--- config.mk ---
export PLATFORM = sky130hd
export DESIGN_NAME = ps2_mouse_packet_tracker_flat
export DESIGN_NICKNAME = d
export VERILOG_FILES = /design/src/rtl/core/ps2mpt_pkg.sv /design/src/rtl/core/ps2mpt_in_if.sv /design/src/rtl/core/ps2mpt_out_if.sv /design/src/rtl/core/ps2mpt_calc.sv /design/src/rtl/core/ps2_mouse_packet_tracker.sv /design/src/flat_wrapper.sv
export SDC_FILE = /design/constraint.sdc
export NUM_CORES = 1
export LEC_CHECK = 0
export BUFFER_PORTS_ARGS = -buffer_cell sky130_fd_sc_hd__buf_4
export CAP_MARGIN = 5
export CORE_UTILIZATION = 45
export CTS_BUF_LIST = sky130_fd_sc_hd__clkbuf_8
export DETAILED_ROUTE_END_ITERATION = 7
export GPL_ROUTABILITY_DRIVEN = 0
export PLACE_DENSITY = 0.63
export SLEW_MARGIN = 20
export SYNTH_ARGS = -nofsm -noshare
export SYNTH_HDL_FRONTEND = slang
export SYNTH_SLANG_ARGS = --single-unit
--- constraint.sdc ---
create_clock -name clk -period 9.1 [get_ports clk]
set_clock_uncertainty 0.1 [all_clocks]
set_input_delay 0.455 -clock clk [delete_from_list [all_inputs] [get_ports clk]]
set_output_delay 0.455 -clock clk [all_outputs]
set_load 0.03 [all_outputs]
--- src/rtl/core/ps2mpt_pkg.sv ---
package ps2mpt_pkg;

    // Screen size registers as written through the config port
    localparam int SCR_BITS = 13;
    typedef logic [SCR_BITS-1:0] scr_size_t;

    // 9-bit two's complement movement of one packet
    typedef logic signed [8:0] delta_t;

    typedef logic [1:0] byte_idx_t;

    // Config bus
    localparam int PDATA_BITS = 32;
    localparam int PADDR_BITS = 3;
    localparam logic [PADDR_BITS-1:0] ADDR_SCREEN_W = 3'd0;
    localparam logic [PADDR_BITS-1:0] ADDR_SCREEN_H = 3'd4;

    localparam scr_size_t SCREEN_W_RESET = 13'd640;
    localparam scr_size_t SCREEN_H_RESET = 13'd480;

    // Packet layout: byte 0 carries buttons and the sign bits
    localparam byte_idx_t BYTE_IDX_LAST = 2'd2;
    localparam int SIGN_X_BIT = 4;
    localparam int SIGN_Y_BIT = 5;

endpackage

--- src/rtl/core/ps2mpt_in_if.sv ---
interface ps2mpt_in_if;
    logic       valid;
    logic       ready;
    logic [7:0] data_byte;
    logic       from_aux;

    modport source (output valid, output data_byte, output from_aux, input ready);
    modport sink   (input valid, input data_byte, input from_aux, output ready);
endinterface

--- src/rtl/core/ps2mpt_out_if.sv ---
interface ps2mpt_out_if #(
    parameter int COORD_BITS = 12
);
    logic                  valid;
    logic                  ready;
    logic [COORD_BITS-1:0] pos_x;
    logic [COORD_BITS-1:0] pos_y;
    logic [2:0]            buttons;
    logic signed [8:0]     delta_x;
    logic signed [8:0]     delta_y;

    modport source (
        output valid, output pos_x, output pos_y, output buttons,
        output delta_x, output delta_y, input ready
    );
    modport sink (
        input valid, input pos_x, input pos_y, input buttons,
        input delta_x, input delta_y, output ready
    );
endinterface

--- src/rtl/core/ps2mpt_calc.sv ---
// Packet math: deltas from the three bytes, cursor move and clamp.
module ps2mpt_calc #(
    parameter int COORD_BITS = 12
) (
    input  logic [7:0]               byte0,
    input  logic [7:0]               byte1,
    input  logic [7:0]               byte2,
    input  logic [COORD_BITS-1:0]    cur_x,
    input  logic [COORD_BITS-1:0]    cur_y,
    input  ps2mpt_pkg::scr_size_t    scr_w,
    input  ps2mpt_pkg::scr_size_t    scr_h,
    output logic [COORD_BITS-1:0]    new_x,
    output logic [COORD_BITS-1:0]    new_y,
    output ps2mpt_pkg::delta_t       dx,
    output ps2mpt_pkg::delta_t       dy
);
    import ps2mpt_pkg::*;

    // Width wide enough to compare a size register against 2^COORD_BITS
    localparam int LW = (COORD_BITS + 1 > SCR_BITS) ? COORD_BITS + 1 : SCR_BITS;
    // Signed width of cursor +/- delta
    localparam int SW = COORD_BITS + 2;

    localparam logic [LW-1:0] SIZE_CAP = LW'(1) << COORD_BITS;

    logic [COORD_BITS-1:0] lim_x;
    logic [COORD_BITS-1:0] lim_y;
    logic signed [SW-1:0]  sum_x;
    logic signed [SW-1:0]  sum_y;

    assign dx = {byte0[SIGN_X_BIT], byte1};
    assign dy = {byte0[SIGN_Y_BIT], byte2};

    // Largest legal coordinate: size-1, zero size counts as 1, size capped at 2^N
    always_comb
    begin
        if (scr_w == '0)
            lim_x = '0;
        else if (LW'(scr_w) > SIZE_CAP)
            lim_x = '1;
        else
            lim_x = COORD_BITS'(LW'(scr_w) - LW'(1));

        if (scr_h == '0)
            lim_y = '0;
        else if (LW'(scr_h) > SIZE_CAP)
            lim_y = '1;
        else
            lim_y = COORD_BITS'(LW'(scr_h) - LW'(1));
    end

    // Screen y grows downward, so dy is subtracted
    assign sum_x = $signed({2'b00, cur_x}) + SW'(dx);
    assign sum_y = $signed({2'b00, cur_y}) - SW'(dy);

    always_comb
    begin
        if (sum_x < 0)
            new_x = '0;
        else if (sum_x > $signed({2'b00, lim_x}))
            new_x = lim_x;
        else
            new_x = COORD_BITS'(sum_x);

        if (sum_y < 0)
            new_y = '0;
        else if (sum_y > $signed({2'b00, lim_y}))
            new_y = lim_y;
        else
            new_y = COORD_BITS'(sum_y);
    end

endmodule

--- src/rtl/core/ps2_mouse_packet_tracker.sv ---
// Channel  | Dir | Payload                                   | Transaction
// ---------+-----+-------------------------------------------+----------------------
// byte_ch  | in  | data_byte[7:0], from_aux                  | one controller byte
// pkt_ch   | out | pos_x, pos_y, buttons[2:0], delta_x/y[8:0] | one decoded packet
// APB      | in  | paddr[2:0], pwdata[31:0] -> prdata        | screen size regs
//
// A byte is registered in the input stage on accept and processed from there;
// the third mouse byte of a packet then loads its result into the result register.
// Throughput: one byte per cycle, but for a third byte stalled by a held result.
// The combinational add/clamp against the cursor registers closes the cursor loop.
// Reset puts the cursor at the centre of the default 640x480 screen and the
// byte counter at packet start. A result held on pkt_ch stalls only the
// third byte of the next packet; other bytes keep flowing.
module ps2_mouse_packet_tracker #(
    parameter int COORD_BITS = 12
) (
    input  logic                               clk,
    input  logic                               rst_n,
    ps2mpt_in_if.sink                          byte_ch,
    ps2mpt_out_if.source                       pkt_ch,
    input  logic                               psel,
    input  logic                               penable,
    input  logic                               pwrite,
    input  logic [ps2mpt_pkg::PADDR_BITS-1:0]  paddr,
    input  logic [ps2mpt_pkg::PDATA_BITS-1:0]  pwdata,
    output logic [ps2mpt_pkg::PDATA_BITS-1:0]  prdata,
    output logic                               pready
);
    import ps2mpt_pkg::*;

    // Centre of the reset screen, with the same size rules as the clamp
    localparam int CAP     = 2 ** COORD_BITS;
    localparam int W_EFF   = (int'(SCREEN_W_RESET) > CAP) ? CAP : int'(SCREEN_W_RESET);
    localparam int H_EFF   = (int'(SCREEN_H_RESET) > CAP) ? CAP : int'(SCREEN_H_RESET);
    localparam logic [COORD_BITS-1:0] CUR_X_RESET = COORD_BITS'(W_EFF / 2);
    localparam logic [COORD_BITS-1:0] CUR_Y_RESET = COORD_BITS'(H_EFF / 2);

    // Config registers
    scr_size_t scr_w_reg;
    scr_size_t scr_h_reg;
    logic      cfg_wr;

    // Input stage
    logic       s1_valid_reg;
    logic [7:0] s1_byte_reg;
    logic       s1_aux_reg;
    logic       s1_last;
    logic       s1_fire;

    // Packet state
    byte_idx_t             byte_idx_reg;
    logic [7:0]            held0_reg;
    logic [7:0]            held1_reg;
    logic [COORD_BITS-1:0] cursor_x_reg;
    logic [COORD_BITS-1:0] cursor_y_reg;
    logic [COORD_BITS-1:0] cursor_x_next;
    logic [COORD_BITS-1:0] cursor_y_next;
    delta_t                dx;
    delta_t                dy;

    // Result register
    logic                  out_valid_reg;
    logic [COORD_BITS-1:0] pos_x_reg;
    logic [COORD_BITS-1:0] pos_y_reg;
    logic [2:0]            buttons_reg;
    delta_t                delta_x_reg;
    delta_t                delta_y_reg;

    //------------------------------------------------------------------
    // APB: zero-wait, writes land on the access phase
    //------------------------------------------------------------------
    assign pready = 1'b1;
    assign cfg_wr = psel && penable && pwrite && pready;

    always_ff @(posedge clk or negedge rst_n)
    begin
        if (!rst_n)
        begin
            scr_w_reg <= SCREEN_W_RESET;
            scr_h_reg <= SCREEN_H_RESET;
        end
        else if (cfg_wr)
        begin
            case (paddr)
                ADDR_SCREEN_W: scr_w_reg <= pwdata[SCR_BITS-1:0];
                ADDR_SCREEN_H: scr_h_reg <= pwdata[SCR_BITS-1:0];
                default:       ;
            endcase
        end
    end

    always_comb
    begin
        case (paddr)
            ADDR_SCREEN_W: prdata = PDATA_BITS'(scr_w_reg);
            ADDR_SCREEN_H: prdata = PDATA_BITS'(scr_h_reg);
            default:       prdata = '0;
        endcase
    end

    //------------------------------------------------------------------
    // Input stage. Only the packet-closing byte can stall, and only while
    // the previous result is still waiting on pkt_ch.
    //------------------------------------------------------------------
    assign s1_last = s1_aux_reg && (byte_idx_reg == BYTE_IDX_LAST);
    assign s1_fire = s1_valid_reg && (!s1_last || !out_valid_reg || pkt_ch.ready);
    assign byte_ch.ready = !s1_valid_reg || s1_fire;

    always_ff @(posedge clk or negedge rst_n)
    begin
        if (!rst_n)
            s1_valid_reg <= 1'b0;
        else if (byte_ch.ready)
            s1_valid_reg <= byte_ch.valid;
    end

    always_ff @(posedge clk)
    begin
        if (byte_ch.valid && byte_ch.ready)
        begin
            s1_byte_reg <= byte_ch.data_byte;
            s1_aux_reg  <= byte_ch.from_aux;
        end
    end

    //------------------------------------------------------------------
    // Packet assembly; keyboard-port bytes pass through without effect
    //------------------------------------------------------------------
    always_ff @(posedge clk or negedge rst_n)
    begin
        if (!rst_n)
            byte_idx_reg <= '0;
        else if (s1_fire && s1_aux_reg)
            byte_idx_reg <= s1_last ? '0 : byte_idx_reg + 2'd1;
    end

    // Held bytes have no reset; they are always written before use
    always_ff @(posedge clk)
    begin
        if (s1_fire && s1_aux_reg && !s1_last)
        begin
            if (byte_idx_reg[0])
                held1_reg <= s1_byte_reg;
            else
                held0_reg <= s1_byte_reg;
        end
    end

    ps2mpt_calc #(
        .COORD_BITS (COORD_BITS)
    ) u_calc (
        .byte0 (held0_reg),
        .byte1 (held1_reg),
        .byte2 (s1_byte_reg),
        .cur_x (cursor_x_reg),
        .cur_y (cursor_y_reg),
        .scr_w (scr_w_reg),
        .scr_h (scr_h_reg),
        .new_x (cursor_x_next),
        .new_y (cursor_y_next),
        .dx    (dx),
        .dy    (dy)
    );

    // Cursor moves only when a packet closes; a size change alone leaves it
    always_ff @(posedge clk or negedge rst_n)
    begin
        if (!rst_n)
        begin
            cursor_x_reg <= CUR_X_RESET;
            cursor_y_reg <= CUR_Y_RESET;
        end
        else if (s1_fire && s1_last)
        begin
            cursor_x_reg <= cursor_x_next;
            cursor_y_reg <= cursor_y_next;
        end
    end

    //------------------------------------------------------------------
    // Result register
    //------------------------------------------------------------------
    always_ff @(posedge clk or negedge rst_n)
    begin
        if (!rst_n)
            out_valid_reg <= 1'b0;
        else if (s1_fire && s1_last)
            out_valid_reg <= 1'b1;
        else if (pkt_ch.ready)
            out_valid_reg <= 1'b0;
    end

    always_ff @(posedge clk)
    begin
        if (s1_fire && s1_last)
        begin
            pos_x_reg   <= cursor_x_next;
            pos_y_reg   <= cursor_y_next;
            buttons_reg <= held0_reg[2:0];
            delta_x_reg <= dx;
            delta_y_reg <= dy;
        end
    end

    assign pkt_ch.valid   = out_valid_reg;
    assign pkt_ch.pos_x   = pos_x_reg;
    assign pkt_ch.pos_y   = pos_y_reg;
    assign pkt_ch.buttons = buttons_reg;
    assign pkt_ch.delta_x = delta_x_reg;
    assign pkt_ch.delta_y = delta_y_reg;

    //------------------------------------------------------------------
    // Checks
    //------------------------------------------------------------------

    // A new result only follows a packet-closing mouse byte
    a_result_source: assert property (
        @(posedge clk) disable iff (!rst_n)
        $rose(out_valid_reg) |-> $past(s1_valid_reg && s1_last)
    ) else $error("result raised without a closing packet byte");

    // A pending result always matches the live cursor
    a_result_cursor: assert property (
        @(posedge clk) disable iff (!rst_n)
        out_valid_reg |-> (pos_x_reg == cursor_x_reg) && (pos_y_reg == cursor_y_reg)
    ) else $error("pending result diverged from cursor");

    // Keyboard-port bytes never advance packet assembly
    a_kbd_ignored: assert property (
        @(posedge clk) disable iff (!rst_n)
        (s1_valid_reg && !s1_aux_reg) |=> $stable(byte_idx_reg)
    ) else $error("non-mouse byte moved the byte counter");

endmodule

--- src/flat_wrapper.sv ---
// flat-port wrapper written by rule: the top's interface ports become plain ports
module ps2_mouse_packet_tracker_flat import ps2mpt_pkg::*;
#(
    parameter int COORD_BITS = 12
)
  (clk, rst_n, psel, penable, pwrite, paddr, pwdata, prdata, pready, byte_ch_valid, byte_ch_data_byte, byte_ch_from_aux, byte_ch_ready, pkt_ch_valid, pkt_ch_pos_x, pkt_ch_pos_y, pkt_ch_buttons, pkt_ch_delta_x, pkt_ch_delta_y, pkt_ch_ready);
  ps2mpt_in_if byte_ch_i ();
  ps2mpt_out_if #(.COORD_BITS(COORD_BITS)) pkt_ch_i ();
  input  logic clk;
  input  logic rst_n;
  input  logic psel;
  input  logic penable;
  input  logic pwrite;
  input  logic [ps2mpt_pkg::PADDR_BITS-1:0] paddr;
  input  logic [ps2mpt_pkg::PDATA_BITS-1:0] pwdata;
  output logic [ps2mpt_pkg::PDATA_BITS-1:0] prdata;
  output logic pready;
  input wire logic [$bits(byte_ch_i.valid)-1:0] byte_ch_valid;
  input wire logic [$bits(byte_ch_i.data_byte)-1:0] byte_ch_data_byte;
  input wire logic [$bits(byte_ch_i.from_aux)-1:0] byte_ch_from_aux;
  output wire logic [$bits(byte_ch_i.ready)-1:0] byte_ch_ready;
  output wire logic [$bits(pkt_ch_i.valid)-1:0] pkt_ch_valid;
  output wire logic [$bits(pkt_ch_i.pos_x)-1:0] pkt_ch_pos_x;
  output wire logic [$bits(pkt_ch_i.pos_y)-1:0] pkt_ch_pos_y;
  output wire logic [$bits(pkt_ch_i.buttons)-1:0] pkt_ch_buttons;
  output wire logic [$bits(pkt_ch_i.delta_x)-1:0] pkt_ch_delta_x;
  output wire logic [$bits(pkt_ch_i.delta_y)-1:0] pkt_ch_delta_y;
  input wire logic [$bits(pkt_ch_i.ready)-1:0] pkt_ch_ready;
  assign byte_ch_i.valid = byte_ch_valid;
  assign byte_ch_i.data_byte = byte_ch_data_byte;
  assign byte_ch_i.from_aux = byte_ch_from_aux;
  assign byte_ch_ready = byte_ch_i.ready;
  assign pkt_ch_valid = pkt_ch_i.valid;
  assign pkt_ch_pos_x = pkt_ch_i.pos_x;
  assign pkt_ch_pos_y = pkt_ch_i.pos_y;
  assign pkt_ch_buttons = pkt_ch_i.buttons;
  assign pkt_ch_delta_x = pkt_ch_i.delta_x;
  assign pkt_ch_delta_y = pkt_ch_i.delta_y;
  assign pkt_ch_i.ready = pkt_ch_ready;
  ps2_mouse_packet_tracker #(.COORD_BITS(COORD_BITS)) u_core (.clk(clk), .rst_n(rst_n), .byte_ch(byte_ch_i), .pkt_ch(pkt_ch_i), .psel(psel), .penable(penable), .pwrite(pwrite), .paddr(paddr), .pwdata(pwdata), .prdata(prdata), .pready(pready));
endmodule
==> qor.csv, run 1 <==
stage,metric,value,unit
cts,clock_latency,0.45,ns
timing,fmax,0.193,GHz
synth,synth-edff-count,67,
critical_path,critical_path.max_fanout,13,
power,power.internal,0.00172,W
synth,synth_cell_type_count,71,
critical_path,crit_type,flip-flop to flip-flop,
die,start_util,0.461,
die,placementRows,47,
timing,layout_min_cycle_time,5.17,ns
synth,ys_ff_latch,121,
cts,cts_buffer_depth,2,
critical_path,cpPeakStageDelay,0.63,ns
critical_path,crit_arrival,5.30,ns
grt,grt_usage,0.210,
placed_design,dp_hpwl,13500,um
grt,grt_overflow,0,
power,vdd.ir_drop.worst,0.134,mV
drt,ant_nets,0,
cts,htreeDepth,4,
die,die_h,133,um
cts,cts_setup_buffers,0,
run_status,status,"finished, final reports clean",
drt,wl_per_cell,16.7,um
synth,yosysSeqAreaShare,0.440,
power,p_total,0.00303,W
power,p_comb_frac,0.537,
synth,async_reset_ff_frac,0.446,
synth,synth_ff_type,edfxtp_1,
power,p_switching,0.00131,W
timing,drv_slew,0,
cts,cts_tree,built,
synth,synthesis.area,7680,um2
timing,worst_pin_slew,0.982,ns
critical_path,crit_top_cell,ha_1,
worst_hold_path,hold_path_class,input port to flip-flop,
cts,cts_root_buf,clkbuf_8,
drt,drt_iter0_drc,299,
timing,setup_violations,0,
die,die_area,17600,um2
grt,grt_pass1_wl,28900,um
grt,antenna_found_initial,0,
power,p_per_area,340,nW/um2
timing,setup_slack,3.93,ns
critical_path,cp_slowest_cell,edfxtp_1,
finish,diodes,0,
placed_design,io_buffers,91,
grt,grt_pass1_vias,5685,
finish,area_delta_synth_final,16.3,%
drt,via_per_inst,5.55,
synth,ys.warnings.count,0,
cts,hold_buffers,1,
drt,dr.pass1.iters,5,
power,p_seq_frac,0.273,
synth,syn_area_per_cell,10.2,um2
critical_path,cp-end-kind,flip-flop,
power,switching_share,0.433,
finish,drive_gt1_frac,0.217,
die,io_pins,131,
power,p_clk_frac,0.190,
die,core-area,16600,um2
critical_path,critPathRequiredTime,9.23,ns
placed_design,pre_cts_slack,4.04,ns
finish,final_nets,940,
drt,vias,5921,
cts,clkTransAtPathRegs,0.08,ns
timing,fin_setup_tns,0,ns
grt,grt_start_max_net_pins,55,
drt,drcViolationCount,0,
critical_path,start_kind,flip-flop,
cts,cts.sinks,121,
timing,rsz0062_at_grt,false,
drt,wl,17900,um
cts,cts_made_buffers,17,
cts,cts_resized,0,
timing,fin_crit_sh,0.568,
flow_run,drv_cap,0,
timing,hold_viol_final,0,
power,leakage,3.90,nW
synth,netlist_instances,750,
critical_path,path_cells,clkinv_1 -> ha_1 -> or4_1 -> a21o_1 -> a31oi_1 -> xor2_1 -> inv_1 -> ha_1 -> nand2_1 -> nor4_1 -> or3_1 -> o22ai_1 -> or2_2 -> and3_4 -> o21a_1 -> nor3_1,
timing,relSlewSlack,0.327,
die,fp.dieW,133,um
through the flow:
step	hold slack [ns]	area [um2]	std cells	utilization
finish	0.0814	8920	1066	0.536
global route	0.0521	8920	1066	0.536
CTS	0.0559	8920	1066	0.536
detailed placement	0.305	8440	1033	0.507
global placement	0.308	8440	1033	0.507
floorplan	0.0594	7740	768	-
metal layers:
| layer | GRT usage | part of all wire | vias to the layer above |
|---|---|---|---|
| met1 | 0.274 | 0.45 | 2858 |
| met3 | 0.0372 | 0.042 | 24 |
| met5 | 0 | 0 | - |
| li1 | - | - | 2888 |
| met4 | 0.0702 | 0.016 | 0 |
| met2 | 0.352 | 0.49 | 151 |
final cells by class:
cell class / count / area [um2]
Fill cell: 1467 / 7720
Multi-Input combinational cell: 552 / 3920
Sequential cell: 121 / 3380
Timing Repair Buffer: 94 / 708
Tap cell: 220 / 275
Clock inverter: 15 / 238
Clock buffer: 17 / 234
Inverter: 47 / 176
Yosys cell counts (all sizes together), types with 11 or more instances:
cell | instances | area (um2)
ha | 54 | 676
nand2 | 51 | 191
nor2 | 57 | 214
nor3 | 38 | 190
dfrtp | 42 | 1050
buf | 26 | 191
mux2 | 33 | 372
inv | 46 | 173
xnor2 | 21 | 184
a21oi | 29 | 145
xor2 | 11 | 96.3
clkbuf | 22 | 82.6
o21a | 14 | 105
mux2i | 17 | 170
a21o | 15 | 114
o21ai | 28 | 140
edfxtp | 67 | 2010
o31ai | 13 | 97.6
a21boi | 11 | 82.6
dfstp | 12 | 315
nand3 | 14 | 70.1
layout by cell type (no fill, tap or decap), types with 17 or more instances in the layout:
cell type,n
a21oi_1,29
buf_4,93
clkbuf_8,17
conb_1,20
dfrtp_1,42
edfxtp_1,67
ha_1,54
inv_1,46
mux2_2,33
mux2i_1,17
nand2_1,51
nor2_1,57
nor3_1,38
o21ai_0,27
xnor2_1,21
final timing paths:
path,from,end,slack [ns],depth (start not counted)
max,u_core.held0_reg[5],u_core.pkt_ch.pos_y[11],3.93,16
min,byte_ch_from_aux,u_core.s1_aux_reg,0.08,1
max reg2reg,u_core.held0_reg[5],u_core.pkt_ch.pos_y[11],3.93,16
min reg2reg,u_core.held0_reg[2],u_core.pkt_ch.buttons[2],0.32,0
max in group asynchronous,rst_n,u_core.scr_w_reg[10],7.87,2
min in group asynchronous,rst_n,u_core.cursor_y_reg[8],0.49,2
worst max-delay path: cells and delay by family (launching register included):
family | cells | cell delay [ns]
simple gates | 7 | 2.07
fa+ha+maj | 2 | 0.72
compound gates | 4 | 0.67
flops | 1 | 0.63
buf+inv | 2 | 0.56
xor+xnor | 1 | 0.21
cells by family (layout without fill, tap and decap cells):
family / after synthesis / after routing / synth area share
and+or+nand+nor: 229 / 229 / 0.150
AOI/OAI and AO/OA: 163 / 163 / 0.147
DFF: 121 / 121 / 0.440
buffers and inverters: 95 / 173 / 0.0587
adders and majority gates: 58 / 58 / 0.0958
muxes: 50 / 50 / 0.0706
xor gates and xnor gates: 32 / 32 / 0.0365
other: 2 / 20 / 0.000978
power groups by stage:
stage	Combinational (W)	Clock (W)	Sequential (W)
floorplan	0.00124	0	0.000830
global placement	0.00156	0	0.000834
detailed placement	0.00160	0	0.000841
CTS	0.00162	0.000586	0.000829
global route	0.00182	0.000611	0.000844
finish	0.00163	0.000576	0.000828
Note: power is estimated with default switching activity, not from simulation.
==> run 2, diff against run 1 <==
--- a/config.mk
+++ b/config.mk
@@ -11,7 +11,7 @@
 export CTS_BUF_LIST = sky130_fd_sc_hd__clkbuf_8
 export DETAILED_ROUTE_END_ITERATION = 7
 export GPL_ROUTABILITY_DRIVEN = 0
-export PLACE_DENSITY = 0.63
+export PLACE_DENSITY = 0.66
 export SLEW_MARGIN = 20
 export SYNTH_ARGS = -nofsm -noshare
 export SYNTH_HDL_FRONTEND = slang
==> constraint.sdc (replaced) <==
create_clock -name clk -period 4.2 [get_ports clk]
set_clock_uncertainty 0.1 [all_clocks]
set_input_delay 0.21 -clock clk [delete_from_list [all_inputs] [get_ports clk]]
set_output_delay 0.21 -clock clk [all_outputs]
set_load 0.03 [all_outputs]
==> run 2 against run 1 <==
Net effect:
- the flow now finishes with violations (setup timing)
- count of clock-buffer cells in the layout is 1 higher
- maximum frequency is 21% higher
- global-route usage is 2.5 points higher
- via count is 12% higher
- final cell count is 12% higher
- first-iteration DRC count is 42% higher
- non-clock buffer count is 130 higher
- largest cell class unchanged
==> qor.csv, run 2 (synthesis results as in run 1) <==
stage,metric,value,unit
critical_path,cp-end-kind,flip-flop,
power,p_comb_frac,0.657,
placed_design,dp_hpwl,14800,um
finish,drive_gt1_frac,0.386,
drt,ant_nets,0,
placed_design,io_buffers,91,
timing,fin_crit_sh,1.01,
drt,wl,21000,um
timing,setup_violations,7,
die,io_pins,131,
critical_path,critPathRequiredTime,4.44,ns
timing,holdWs,0.252,ns
die,placementRows,47,
power,vdd.ir_drop.worst,0.529,mV
grt,grt_usage,0.235,
run_status,failed_checks,setup timing,
cts,cts.sinks,121,
drt,dr.pass1.iters,6,
finish,area_delta_synth_final,37.0,%
finish,diodes,0,
cts,cts_buffer_depth,2,
drt,via_per_inst,5.56,
critical_path,crit_type,flip-flop to flip-flop,
timing,relSlewSlack,0.469,
cts,clkTransAtPathRegs,0.08,ns
run_status,status,"complete, but fails checks",
die,fp.dieW,133,um
timing,setup_slack,-0.0624,ns
cts,cts_made_buffers,17,
finish,final_nets,1071,
grt,grt_pass1_vias,6534,
power,p_seq_frac,0.216,
grt,grt_start_max_net_pins,55,
power,leakage,4.61,nW
power,p_per_area,787,nW/um2
grt,antenna_found_initial,0,
cts,cts_tree,built,
drt,vias,6658,
cts,htreeDepth,4,
grt,grt_overflow,0,
critical_path,crit_arrival,4.51,ns
timing,hold_viol_final,0,
power,power.internal,0.00468,W
timing,layout_min_cycle_time,4.26,ns
power,p_total,0.00828,W
power,p_clk_frac,0.128,
die,start_util,0.461,
power,p_switching,0.00360,W
flow_run,drv_cap,0,
grt,grt_pass1_wl,32500,um
power,switching_share,0.435,
die,core-area,16600,um2
critical_path,critical_path.max_fanout,6,
critical_path,start_kind,flip-flop,
finish,layout_common_cells,"buf_4 (191), edfxtp_1 (67), nor2_1 (54)",
timing,worst_pin_slew,0.791,ns
timing,rsz0062_at_grt,true,
drt,drcViolationCount,0,
timing,drv_slew,0,
drt,drt_iter0_drc,425,
worst_hold_path,hold_path_class,input port to async pin,
die,die_h,133,um
cts,clock_latency,0.46,ns
drt,wl_per_cell,17.5,um
die,die_area,17600,um2
timing,fmax,0.235,GHz
cts,cts_root_buf,clkbuf_8,
finish,final_common_cell,buf_4,
==> run 2: cell count changes in the layout (fill, tap and decap cells not counted), sizes merged <==
cell / previous run / this run
buf: 93 / 199
dlygate4sd3: 1 / 25
bufinv: 5 / 2
clkinvlp: 0 / 2
clkbuf: 17 / 18
mux2: 33 / 34
==> run 2: timing repair <==
item	in CTS	in global routing
setup endpoints to repair	48	48
hold buffers	25	0
buffers inserted	5	17
gates cloned	0	1
endpoints found under the hold margin	79	0
resized for setup	36	104
pin swaps	13	52
==> run 2: worst paths after layout <==
kind	from	to	slack [ns]	depth (start not counted)
max in group asynchronous	rst_n	u_core.cursor_x_reg[10]	3.27	2
min in group clk	u_core.held0_reg[0]	u_core.pkt_ch.buttons[0]	0.32	0
worst max register to register	u_core.cursor_y_reg[0]	u_core.cursor_y_reg[3]	-0.06	20
worst min-delay path	rst_n	u_core.scr_w_reg[6]	0.25	2
worst min register to register	u_core.held0_reg[0]	u_core.pkt_ch.buttons[0]	0.32	0
worst max-delay path	u_core.cursor_y_reg[0]	u_core.cursor_y_reg[3]	-0.06	20
==> run 2: routing by layer <==
layer	GRT usage	vias to the layer above	wire (um)
met5	0	-	0
met1	0.293	3263	8910
met3	0.0441	39	828
li1	-	3167	-
met4	0.0894	0	456
met2	0.402	189	10800
==> run 2: cell type report <==
class                   instances  area [um2]
repair buffers                224        1780
flip-flops and latches        121        3380
fillers                      1289        6120
clock inverters                14         149
clock buffers                  18         248
well taps                     220         275
multi-input cells             553        4510
inverters                      47         176
==> run 2: through the flow <==
| stage | utilization | cell area (um2) | cells | setup TNS [ns] | setup slack, ns |
|---|---|---|---|---|---|
| 2_1_floorplan | - | 7770 | 768 | 0 | 0.0180 |
| 6_report | 0.632 | 10500 | 1197 | -0.298 | -0.0624 |
| 3_5_place_dp | 0.547 | 9100 | 1117 | -5.61 | -0.292 |
| 3_3_place_gp | 0.547 | 9100 | 1117 | -0.828 | -0.121 |
| 4_1_cts | 0.596 | 9910 | 1179 | -0.212 | -0.0479 |
| 5_1_grt | 0.632 | 10500 | 1197 | -7.29 | -0.283 |
==> run 2: worst max-delay path: stages (launching register included) <==
cell and delay [ns]:
dfrtp_1 0.38, inv_1 0.06, ha_2 0.17, inv_2 0.04, fa_2 0.39, a211oi_2 0.23, o21bai_1 0.11, a21o_1 0.20
o31ai_2 0.25, xnor2_1 0.19, inv_1 0.11, ha_4 0.22, nand4_1 0.10, nor4_2 0.06, or3_1 0.42, o22a_1 0.19
and3_1 0.17, mux2i_1 0.14, buf_4 0.17, o211ai_1 0.13, mux2_4 0.29
==> run 2: power by group through the flow <==
stage	Combinational, W	Clock (W)	Sequential, W
2_1_floorplan	0.00271	0	0.00180
6_report	0.00544	0.00106	0.00179
4_1_cts	0.00442	0.00107	0.00177
3_3_place_gp	0.00399	0	0.00179
3_5_place_dp	0.00413	0	0.00180
5_1_grt	0.00590	0.00112	0.00181
